## config.mk

```make
export PLATFORM = sky130hd
export DESIGN_NAME = rnb_ram
export DESIGN_NICKNAME = d
export VERILOG_FILES = /design/src/rtl/radius_neighbor_graph_builder_unit_defines.svh /design/src/rtl/rnb_ram.sv
export SDC_FILE = /design/constraint.sdc
export NUM_CORES = 1
export LEC_CHECK = 0
export BUFFER_PORTS_ARGS = -buffer_cell sky130_fd_sc_hd__buf_2
export CORE_MARGIN = 2
export CORE_UTILIZATION = 40
export DETAILED_ROUTE_END_ITERATION = 16
export PLACE_DENSITY = 0.61
export REMOVE_ABC_BUFFERS = 1
export SETUP_SLACK_MARGIN = 0.4
export SLEW_MARGIN = 10
export SYNTH_ARGS = -nofsm -noshare
export SYNTH_HDL_FRONTEND = slang
export SYNTH_SLANG_ARGS = --single-unit
```

## constraint.sdc

```tcl
create_clock -name i_clk -period 5.8 [get_ports i_clk]
set_input_delay 0.29 -clock i_clk [delete_from_list [all_inputs] [get_ports i_clk]]
set_output_delay 0.29 -clock i_clk [all_outputs]
set_load 0.05 [all_outputs]
```

## src/rtl/radius_neighbor_graph_builder_unit_defines.svh

```systemverilog
// Assertion macros for the neighbor graph block.
`ifndef RADIUS_NEIGHBOR_GRAPH_BUILDER_UNIT_DEFINES_SVH
`define RADIUS_NEIGHBOR_GRAPH_BUILDER_UNIT_DEFINES_SVH
`ifndef SYNTHESIS
`define RNB_ASSERT_ALWAYS(lbl, expr) \
    lbl: assert property (@(posedge i_clk) disable iff (!i_rst_n) (expr)) \
        else $error("rnb assertion failed");
`define RNB_ASSERT_IMP(lbl, ante, cons) \
    lbl: assert property (@(posedge i_clk) disable iff (!i_rst_n) (ante) |-> (cons)) \
        else $error("rnb assertion failed");
`define RNB_ASSERT_NEXT(lbl, ante, cons) \
    lbl: assert property (@(posedge i_clk) disable iff (!i_rst_n) (ante) |=> (cons)) \
        else $error("rnb assertion failed");
`else
`define RNB_ASSERT_ALWAYS(lbl, expr)
`define RNB_ASSERT_IMP(lbl, ante, cons)
`define RNB_ASSERT_NEXT(lbl, ante, cons)
`endif
`endif

```

## src/rtl/rnb_ram.sv

```systemverilog
module rnb_ram #(
    parameter int WIDTH = 8,
    parameter int DEPTH = 64
) (
    input  logic                     i_clk,
    input  logic                     i_we,
    input  logic [$clog2(DEPTH)-1:0] i_waddr,
    input  logic [WIDTH-1:0]         i_wdata,
    input  logic                     i_re,
    input  logic [$clog2(DEPTH)-1:0] i_raddr,
    output logic [WIDTH-1:0]         o_rdata
);

    logic [WIDTH-1:0] r_mem [DEPTH];
    logic [WIDTH-1:0] r_rdata;

    always_ff @(posedge i_clk) begin
        if (i_we) begin
            r_mem[i_waddr] <= i_wdata;
        end
        if (i_re) begin
            r_rdata <= r_mem[i_raddr];
        end
    end

    assign o_rdata = r_rdata;

endmodule

```

After elaboration in Yosys (flattened, before gate mapping) --
Memory sizes are Yosys's and may differ from the RTL's. A register that Yosys moved wholly into a read port is not among the register bits. Index checks and enable logic that the tools add are counted.
Storage, ports and cells: word-level logic and storage cells 3, memories kept 1, output and inout port bits 8, memory bits (writable) 512, register bits after elaboration 0, input bits 23
Memories:
- r_mem | words 64, bits a word 8, read ports 1, clocked after Yosys merged registers in 1, write ports 1, RTL line rnb_ram.sv:14 | logic [WIDTH-1:0] r_mem [DEPTH];
Operators by class: mux-type cells 2
Operator list (count):
- 2-to-1 mux 1 bit | 2

Longest topological paths before layout --
Gate-level depths: netlist of the first run.
depth after elaboration 2, depth in mapped cells 9, depth with buffers taken out 5

Worst setup path before layout of the first run --
OpenSTA, ideal clock, no wires.
kind input to register, start input i_raddr[1], end register r_rdata[3], in the netlist o_rdata[3], read port of r_mem, data pin, cell stages on the path 7, library setup time 0.266 ns, buffers on the path 3, arrival time 1.830 ns, required time 5.534 ns, setup slack 3.704 ns, path through buf_4 > buf_2 > buf_2 > mux4_2 > mux4_2 > o21ai_1 > o41ai_1
RTL lines:
- from (decl) | RTL line rnb_ram.sv:10 | input logic [$clog2(DEPTH)-1:0] i_raddr,
- to (decl) | RTL line rnb_ram.sv:15 | logic [WIDTH-1:0] r_rdata;

==> results.md, run 1 <==
* Max-slew violations at 0
* Total global-route track usage at 17.3%
* Top-level port count at 31
* Largest cells by area after synthesis: edfxtp_1, mux4_2, nor2_1
* H-Tree Depth at 2
* Final Power at 7.79 mW
* Crit path DAT at 3.06 ns
* CTS tree: yes
* Number of setup violations in the final report at 0
* Placed inst area at 0.0210 mm2
* Via count at 9491
* Most Used Layer, Global Route: met2
* Met3 Use GR at roughly 3.5%
* Post_cts resized at 0
* Setup_tns at 0 ns
* Final RePlAce weighted congestion at 0.777
* Area of the mapped netlist at between 0.02 and 0.025 mm2
* Min cycle time layout at 2.73 ns
* Sequential cell area at 0.0156 mm2
* Most area-hungry cell type in the Yosys netlist: edfxtp_1
* Iter 0 DRT Violations at 1060
* Yosys Warn Count at 0
* Main synth FF type: edfxtp_1
* CTS Buffer Depth at 3
* Port Buffers at 30
* DRC at 0
* # hold bufs at CTS at 0
* Area of the multi-input gates at 0.00432 mm2
* Fill cells at around 4.2k
* Clock Latency Late Sink at 0.60 ns
* First-pass GRT wire length at 66.3 mm
* Tcrit/Tclk final at a little under half
* Max-cap violations at 0
* Worst-path clk slew at 0.07 ns
* Startpoint Class: input pin
* Yosys reg bits at 520
* Post-layout util at 45.3%
* Final Skew at roughly 0.022 ns
* Vert. Die Dim at ~230 um
* RSZ-0062 raised after global routing: no
* Status: finished clean
* Antenna violations before repair at 1
* NumNets Final at 1009
* Inserted Clock Buffers at 52
* Hold WS at around 0.11 ns
* Die Span X at between 200 and 250 um
* Setup bufs post-CTS at 0
* Non-filler instance count after layout at 1700
* Worst slack, placed at 2.35 ns
* Layout cells sized above 1 at 25.1%
* Grt met2 use at 26.7%
* Pin count of the biggest net entering global routing at 65
* VDD IR max at 0.194 mV
* Vias in the first global route at a little under 10k
* Post-DP HPWL at 26.2 mm
* Worst-Margin Slew at about 1.2 ns
* Fmax at 0.366 GHz
* Critical Path Fanout Max at 54
* Post-synth top area share at 77.1%
* Mapped Cells at 940
* Crit end category: flop
* CP required at 6.13 ns
* Count of different cell masters after synthesis at 39
* Power Dens Cells at 343 mW/mm2
* # diodes at 0
* CTS Root Cell: clkbuf_16
* Dpl cells at approximately 1.6k
* Syn_area_per_cell at 21.5 um2
* Vias per inst at 5.58
* Async set-reset flop share out of synthesis at 0%
* Routing usage on met1 at roughly 24%
* Setup slack after layout at roughly 3.1 ns
* Number of clock sinks at 520
* Detailed Route WL at 44.6 mm
* Antenna viol nets, final at 0
* Core Region at 0.0501 mm2
* CP Class: in2reg
* Pre-Repair DR Iteration Count at 5
* Die area at 0.0524 mm2
* Sequential share of the synthesized area at between 70% and 80%
* R2r setup slk at 3.54 ns
* Max transition margin at approximately 17%
* GRT Residual Overflow at 0
* Design area at between 0.02 and 0.025 mm2
* Routed WL per cell at 26.3 um
* Row count at 82
* Post-synth EDFFs at 520
* Hold crit path type: in2reg
* Final hold vios at 0
* Starting density of the core at 40.4%
* Leak Pwr at 6.95 nW
* Area Growth Syn to Fin at 12.0%
[layout make-up]
class                   instances  area share (%)
repair buffers                 43            1.22
clock buffers                  66            6.06
multi-input cells             369            19.0
clock inverters                30            1.10
flip-flops and latches        520            68.9
well taps                     672            3.71
[cell usage in the layout, fill, tap and decap left out, types with 13 or more instances in the layout]
master,netlist,routed
nand3_1,13,13
mux2_2,13,13
edfxtp_1,520,520
clkbuf_1,17,13
buf_4,13,15
mux4_2,126,126
buf_2,11,26
nand2_1,19,19
mux2i_1,23,23
clkbuf_16,0,53
nor2b_1,14,14
nor2_1,83,83
[routing by layer]
layer | share of wire (%) | up-vias
met5 | 0.029 | -
met4 | 3.3 | 2
met3 | 6.9 | 86
met2 | 47 | 351
met1 | 43 | 5021
li1 | - | 4031
[synth_stat cells (2+ instances only)]
master,instances
a2111oi_0,2
a211oi_1,4
a21oi_1,3
a221oi_1,6
a22oi_1,3
buf_1,4
buf_12,2
buf_2,11
buf_4,13
buf_6,4
clkbuf_1,17
edfxtp_1,520
mux2_2,13
mux2i_1,23
mux4_2,126
nand2_1,19
nand2b_1,7
nand3_1,13
nand3b_1,3
nand4_1,2
nor2_1,83
nor2b_1,14
nor3_1,7
nor4_1,2
o2111ai_1,3
o21a_1,2
o21ai_0,2
o21ai_1,2
o221a_2,2
o221ai_1,8
o22ai_1,8
o2bb2ai_1,3
o32ai_1,2
o41ai_1,2
[cell families after synthesis]
logic type	Yosys count	synth area share, %
AO/OA/AOI/OAI	54	2.06
buffers and inverters	51	1.56
flip-flops	520	77.1
multiplexers	162	15.9
AND/OR/NAND/NOR	153	3.37
[final timing paths]
kind	from	endpoint	cells after the start
setup / recovery	i_raddr[0]	o_rdata[4]	7
hold / removal	i_re	o_rdata[1]	1
setup reg to reg	r_mem[29][4]	o_rdata[4]	5
hold reg to reg	r_mem[30][6]	o_rdata[6]	3
[report_power, final]
group          internal, mW  total, mW  switching (mW)
Combinational         0.137      0.385           0.249
Clock                  1.82       3.22            1.40
Sequential             4.17       4.18          0.0115
Total                  6.12       7.79            1.66
[state kept, by name, summed over array words and instances (netlist names)]
register and count:
o_rdata 8, r_mem 512
[worst max-delay path, stage by stage]
cell and delay, ns:
clkbuf_8 0.54, buf_4 0.48, mux4_2 0.54, mux2_2 0.29, o221a_2 0.28, nor3_1 0.40, o32ai_1 0.16
(Power assumes the default switching activity.)
==> run 2, diff against run 1 <==
--- a/config.mk
+++ b/config.mk
@@ -9,7 +9,7 @@
 export CORE_MARGIN = 2
 export CORE_UTILIZATION = 40
 export DETAILED_ROUTE_END_ITERATION = 16
-export PLACE_DENSITY = 0.61
+export PLACE_DENSITY = 0.63
 export REMOVE_ABC_BUFFERS = 1
 export SETUP_SLACK_MARGIN = 0.4
 export SLEW_MARGIN = 10
==> constraint.sdc (replaced) <==
create_clock -name i_clk -period 2.47 [get_ports i_clk]
set_input_delay 0.1235 -clock i_clk [delete_from_list [all_inputs] [get_ports i_clk]]
set_output_delay 0.1235 -clock i_clk [all_outputs]
set_load 0.05 [all_outputs]
==> run 2 against run 1 <==
Critical path depth fell by 2. Die area unchanged. Worst hold slack worse by 0.075 ns. Clock power is 130% higher. Register-to-register slack worse by 3.1 ns. Flip-flop and latch count stayed put. Core utilization up 1.7 points. Critical endpoint is now o_rdata[6].
==> results.md, run 2 (synthesis results as in run 1) <==
* Metal2 WL at 22.5 mm
* Vias in the first global route at 10.3k
* Row count at roughly 80
* Layout cells sized above 1 at 31.9%
* Pre-Repair DR Iteration Count at 5
* Die Span X at 229 um
* Hold path depth at 2
* CTS tree: yes
* Commonest non-fill, non-tap cell in the layout: edfxtp_1
* CP Class: reg2reg
* Final hold vios at 0
* Inserted Clock Buffers at 50
* Tcrit/Tclk final at 81.5%
* First-pass GRT wire length at between 60 and 70 mm
* FF-to-FF path depth at 5
* Worst-path clk slew at roughly 0.060 ns
* Core Region at 0.0501 mm2
* Critical Path Fanout Max at 1
* Min cycle time layout at 2.01 ns
* Most frequent cells in the layout: edfxtp_1, mux4_2, buf_4
* RSZ-0062 raised after global routing: no
* Max-slew violations at 0
* Antenna viol nets, final at 0
* Hold crit path type: in2reg
* Area Growth Syn to Fin at 16.2%
* Pin count of the biggest net entering global routing at 65
* Routed WL per cell at 26.0 um
* Setup bufs post-CTS at 0
* Critical-path cell with the highest stage delay: mux4_2
* Critical path depth at 5
* Port Buffers at 30
* Starting density of the core at 40.4%
* VDD IR max at 0.492 mV
* Detailed Route WL at approximately 47 mm
* Fmax at 0.497 GHz
* CTS Root Cell: clkbuf_16
* Top sig layer: met4
* Crit end category: flop
* Clock Latency Late Sink at around 0.61 ns
* H-Tree Depth at 2
* CP required at 2.82 ns
* Setup_tns at 0 ns
* Largest Register: r_mem
* Total global-route track usage at 18.2%
* Fill cells at 4170
* Antenna violations before repair at 0
* Via count at 10.0k
* Max transition margin at between 40 and 50%
* GRT Residual Overflow at 0
* Number of setup violations in the final report at 0
* Final RePlAce weighted congestion at between 0.8 and 0.9
* Status: finished clean
* Cell family with most CP delay: multiplexers
* Vert. Die Dim at approximately 230 um
* CTS Buffer Depth at 3
* Vias per inst at 5.55
* Worst-Margin Slew at 0.833 ns
* Buf/Inv on CP at 0
* DRC at 0
* Post-DP HPWL at ~30 mm
* Die area at 0.0524 mm2
* Leak Pwr at roughly 7.5 nW
* Hold WS at 0.0338 ns
* Iter 0 DRT Violations at 1093
* Largest register FFs at 512
* WL met3 at 3.42 mm
* Worst path cell trace: mux4_2, mux2_2, o221a_2, nor3_1, o32ai_1
* Crit path DAT at roughly 2.4 ns
* Startpoint Class: flop
* DRT met1 WL at 19.6 mm
* # diodes at 0
* Final Skew at 0.0340 ns
* Max-cap violations at 0
* Power Dens Cells at 771 mW/mm2
* Number of clock sinks at 520
* Crit-path max cell delay at roughly 0.47 ns
* Top-level port count at 31
* NumNets Final at 1118
[run 2: cell types whose count changed in the layout (fill, tap and decap cells not counted), sizes merged]
cell / delta
buf: +107
clkbuf: -4
clkinv: -3
clkinvlp: +1
dlygate4sd3: +4
inv: +1
[run 2: path summary, 6_finish.rpt]
check	startpoint	to	slack (ns)
max	r_mem[29][6]	o_rdata[6]	0.46
min	i_wdata[2]	r_mem[48][2]	0.03
max reg2reg	r_mem[29][6]	o_rdata[6]	0.46
min reg2reg	r_mem[23][0]	o_rdata[0]	0.93
[run 2: repair_timing]
| action | in CTS | in global routing |
|---|---|---|
| hold endpoints to repair | 29 | 0 |
| endpoints found under the setup margin | 2 | 1 |
| hold buffers | 4 | 0 |
| resized for setup | 2 | 1 |
| cloned | 0 | 0 |
[run 2: area by class of cell]
| class | instances | area (um2) | share of cell area [%] |
|---|---|---|---|
| Sequential cell | 520 | 15600 | 66.4 |
| Timing Repair Buffer | 154 | 1190 | 5.07 |
| Clock inverter | 29 | 256 | 1.09 |
| Tap cell | 672 | 841 | 3.57 |
| Clock buffer | 62 | 1300 | 5.51 |
| Multi-Input combinational cell | 369 | 4330 | 18.4 |
[run 2: report_power, final]
part | switching (mW) | internal (mW)
combinational | 0.615 | 0.392
clock | 3.25 | 4.07
sequential | 0.0298 | 9.79
[run 2: metal layers]
layer / GRT usage, % / vias to the layer above
met4: 6.98 / 0
met3: 3.51 / 80
met2: 28.7 / 392
li1: - / 4252
met1: 25.3 / 5301
met5: 0 / -
[run 2: stage by stage]
step / instance area [um2] / power (mW) / worst slack [ns] / util (%) / cells
floorplan: 19900 / 10.4 / 0.647 / - / 889
global placement: 21900 / 11.0 / 0.0402 / 43.8 / 1711
detailed placement: 21900 / 11.0 / 0.0284 / 43.8 / 1711
CTS: 23500 / 18.3 / 0.424 / 47.0 / 1806
global route: 23500 / 18.6 / 0.407 / 47.0 / 1806
finish: 23500 / 18.1 / 0.456 / 47.0 / 1806
[run 2: worst reg2reg max path, delay by kind of cell, from the launching register on]
family,cells,cell delay [ns]
AO/OA/AOI/OAI,2,0.41
AND/OR/NAND/NOR,1,0.23
multiplexers,2,0.75
flip-flops,1,0.38
==> run 3, diff against run 2 <==
==> constraint.sdc (replaced) <==
create_clock -name i_clk -period 1.65 [get_ports i_clk]
set_input_delay 0.0825 -clock i_clk [delete_from_list [all_inputs] [get_ports i_clk]]
set_output_delay 0.0825 -clock i_clk [all_outputs]
set_load 0.05 [all_outputs]
==> run 3 against run 2 <==
The run now ends with setup timing left. Die area unchanged. Maximum frequency decreased by 0.34%. Wire length decreased by 2.3%.
==> results.md, run 3 (synthesis results as in run 1) <==
* Starting density of the core at 40.4%
* Setup_tns at -2.12 ns
* Combinational power share at 6.0%
* Antenna violations before repair at 1
* NumNets Final at 1164
* RSZ-0062 raised after global routing: yes
* Max transition margin at 20.0%
* Critical Path Fanout Max at 1
* Startpoint Class: flop
* Pre-Repair DR Iteration Count at 6
* Pint at 22.3 mW
* Setup bufs post-CTS at 0
* Fmax at 0.495 GHz
* CP required at 1.97 ns
* Layout cells sized above 1 at between 30% and 40%
* Crit end category: flop
* Iter 0 DRT Violations at 953
* Failing checks: setup timing
* Power Dens Cells at approximately 1200 mW/mm2
* Setup slack after layout at -0.371 ns
* Port Buffers at 30
* CP Class: reg2reg
* Commonest non-fill, non-tap cell in the layout: edfxtp_1
* R2r setup slk at -0.37 ns
* Pin count of the biggest net entering global routing at between 60 and 70
* Largest Register: r_mem
* CTS tree: yes
* Max-cap violations at 0
* Die area at ~0.052 mm2
* Vias per inst at 5.43
* Number of clock sinks at 520
* CTS Root Cell: clkbuf_16
* Final hold vios at 0
* Final Skew at approximately 0.018 ns
* Detailed Route WL at 45.9 mm
* Most frequent cells in the layout: edfxtp_1, buf_4, mux4_2
* H-Tree Depth at 2
* Number of setup violations in the final report at 8
* Max-slew violations at 0
* Leak Pwr at 7.89 nW
* Clock Latency Late Sink at 0.59 ns
* Routed WL per cell at 24.8 um
* Via count at 10.1k
* Largest register FFs at 512
* Worst-path clk slew at ~0.06 ns
* Top-level port count at 31
* Crit path DAT at 2.34 ns
* DRC at 0
* Total global-route track usage at ~18%
* Vert. Die Dim at around 230 um
* GRT Residual Overflow at 0
* Worst-Margin Slew at ~1.2 ns
* Vias in the first global route at 10.5k
* Core Region at 0.0501 mm2
* Inserted Clock Buffers at 51
* Hold crit path type: in2reg
* CTS Buffer Depth at 3
* Row count at 82
* First-pass GRT wire length at 68.6 mm
* Sw frac at 20.4%
* Area Growth Syn to Fin at 19.9%
* Antenna viol nets, final at 0
* Tcrit/Tclk final at 122%
* Clk pwr share at 41.6%
* Post-DP HPWL at 28.9 mm
* Worst slack, placed at -0.643 ns
* Min cycle time layout at 2.02 ns
* Die Span X at ~230 um
* Status: finished with violations
* Final RePlAce weighted congestion at 0.794
* Switching pwr at 5.72 mW
* Sequential power share at 52.4%
* VDD IR max at 0.690 mV
* Post-layout util at 48.5%
[run 3: cell types whose count changed in the layout (fill, tap and decap cells not counted), moves of 5 or more]
cell      previous run  this run
mux2_4               0         5
clkinv_1            11         6
mux2_2              13         8
buf_2               27        19
buf_6                0        12
buf_4              115       154
[run 3: power by group through the flow]
stage	Combinational, mW	Clock [mW]	Sequential [mW]
floorplan	0.567	0	15.0
global placement	1.57	0	15.0
global route	1.79	12.4	14.7
detailed placement	1.59	0	15.0
finish	1.68	11.7	14.7
CTS	1.67	11.9	14.7
[run 3: stage by stage]
step	hold slack (ns)	instances	cell area [um2]	power [mW]
2_1_floorplan	0.181	889	19900	15.6
5_1_grt	0.0612	1850	24300	28.9
3_3_place_gp	0.448	1758	22300	16.5
3_5_place_dp	0.447	1758	22300	16.6
4_1_cts	0.0241	1850	24200	28.3
6_report	0.0804	1851	24300	28.0
[run 3: worst paths after layout]
check | startpoint | endpoint | cells after the start
hold reg to reg | r_mem[4][7] | o_rdata[7] | 4
setup reg to reg | r_mem[20][4] | o_rdata[4] | 6
hold / removal | i_raddr[5] | o_rdata[6] | 3
setup / recovery | r_mem[20][4] | o_rdata[4] | 6
[run 3: area by class of cell]
class,count,area [um2]
repair buffers,199,1640
fillers,4110,25800
flip-flops and latches,520,15600
clock buffers,64,1370
diodes,1,2.50
multi-input cells,369,4490
clock inverters,26,310
well taps,672,841
[run 3: layer usage]
metal	part of all wire (%)	track usage, %	up-vias
met5	0	0	-
li1	-	-	4337
met2	49	29.0	348
met4	2.7	6.21	0
met1	41	24.4	5311
met3	7.2	3.39	64
[run 3: worst max-delay path, stage by stage, from the launching register on]
cell and delay, ns:
edfxtp_1 0.37, mux4_2 0.48, mux2_4 0.30, o221a_4 0.27, nor3_4 0.15, buf_6 0.13, o32ai_2 0.07
[run 3: timing repair]
| item | in CTS | in global routing |
|---|---|---|
| hold buffers | 2 | 0 |
| resized for setup | 41 | 13 |
| endpoints found under the setup margin | 16 | 16 |
| hold endpoints to repair | 24 | 0 |
| pin swaps | 7 | 5 |
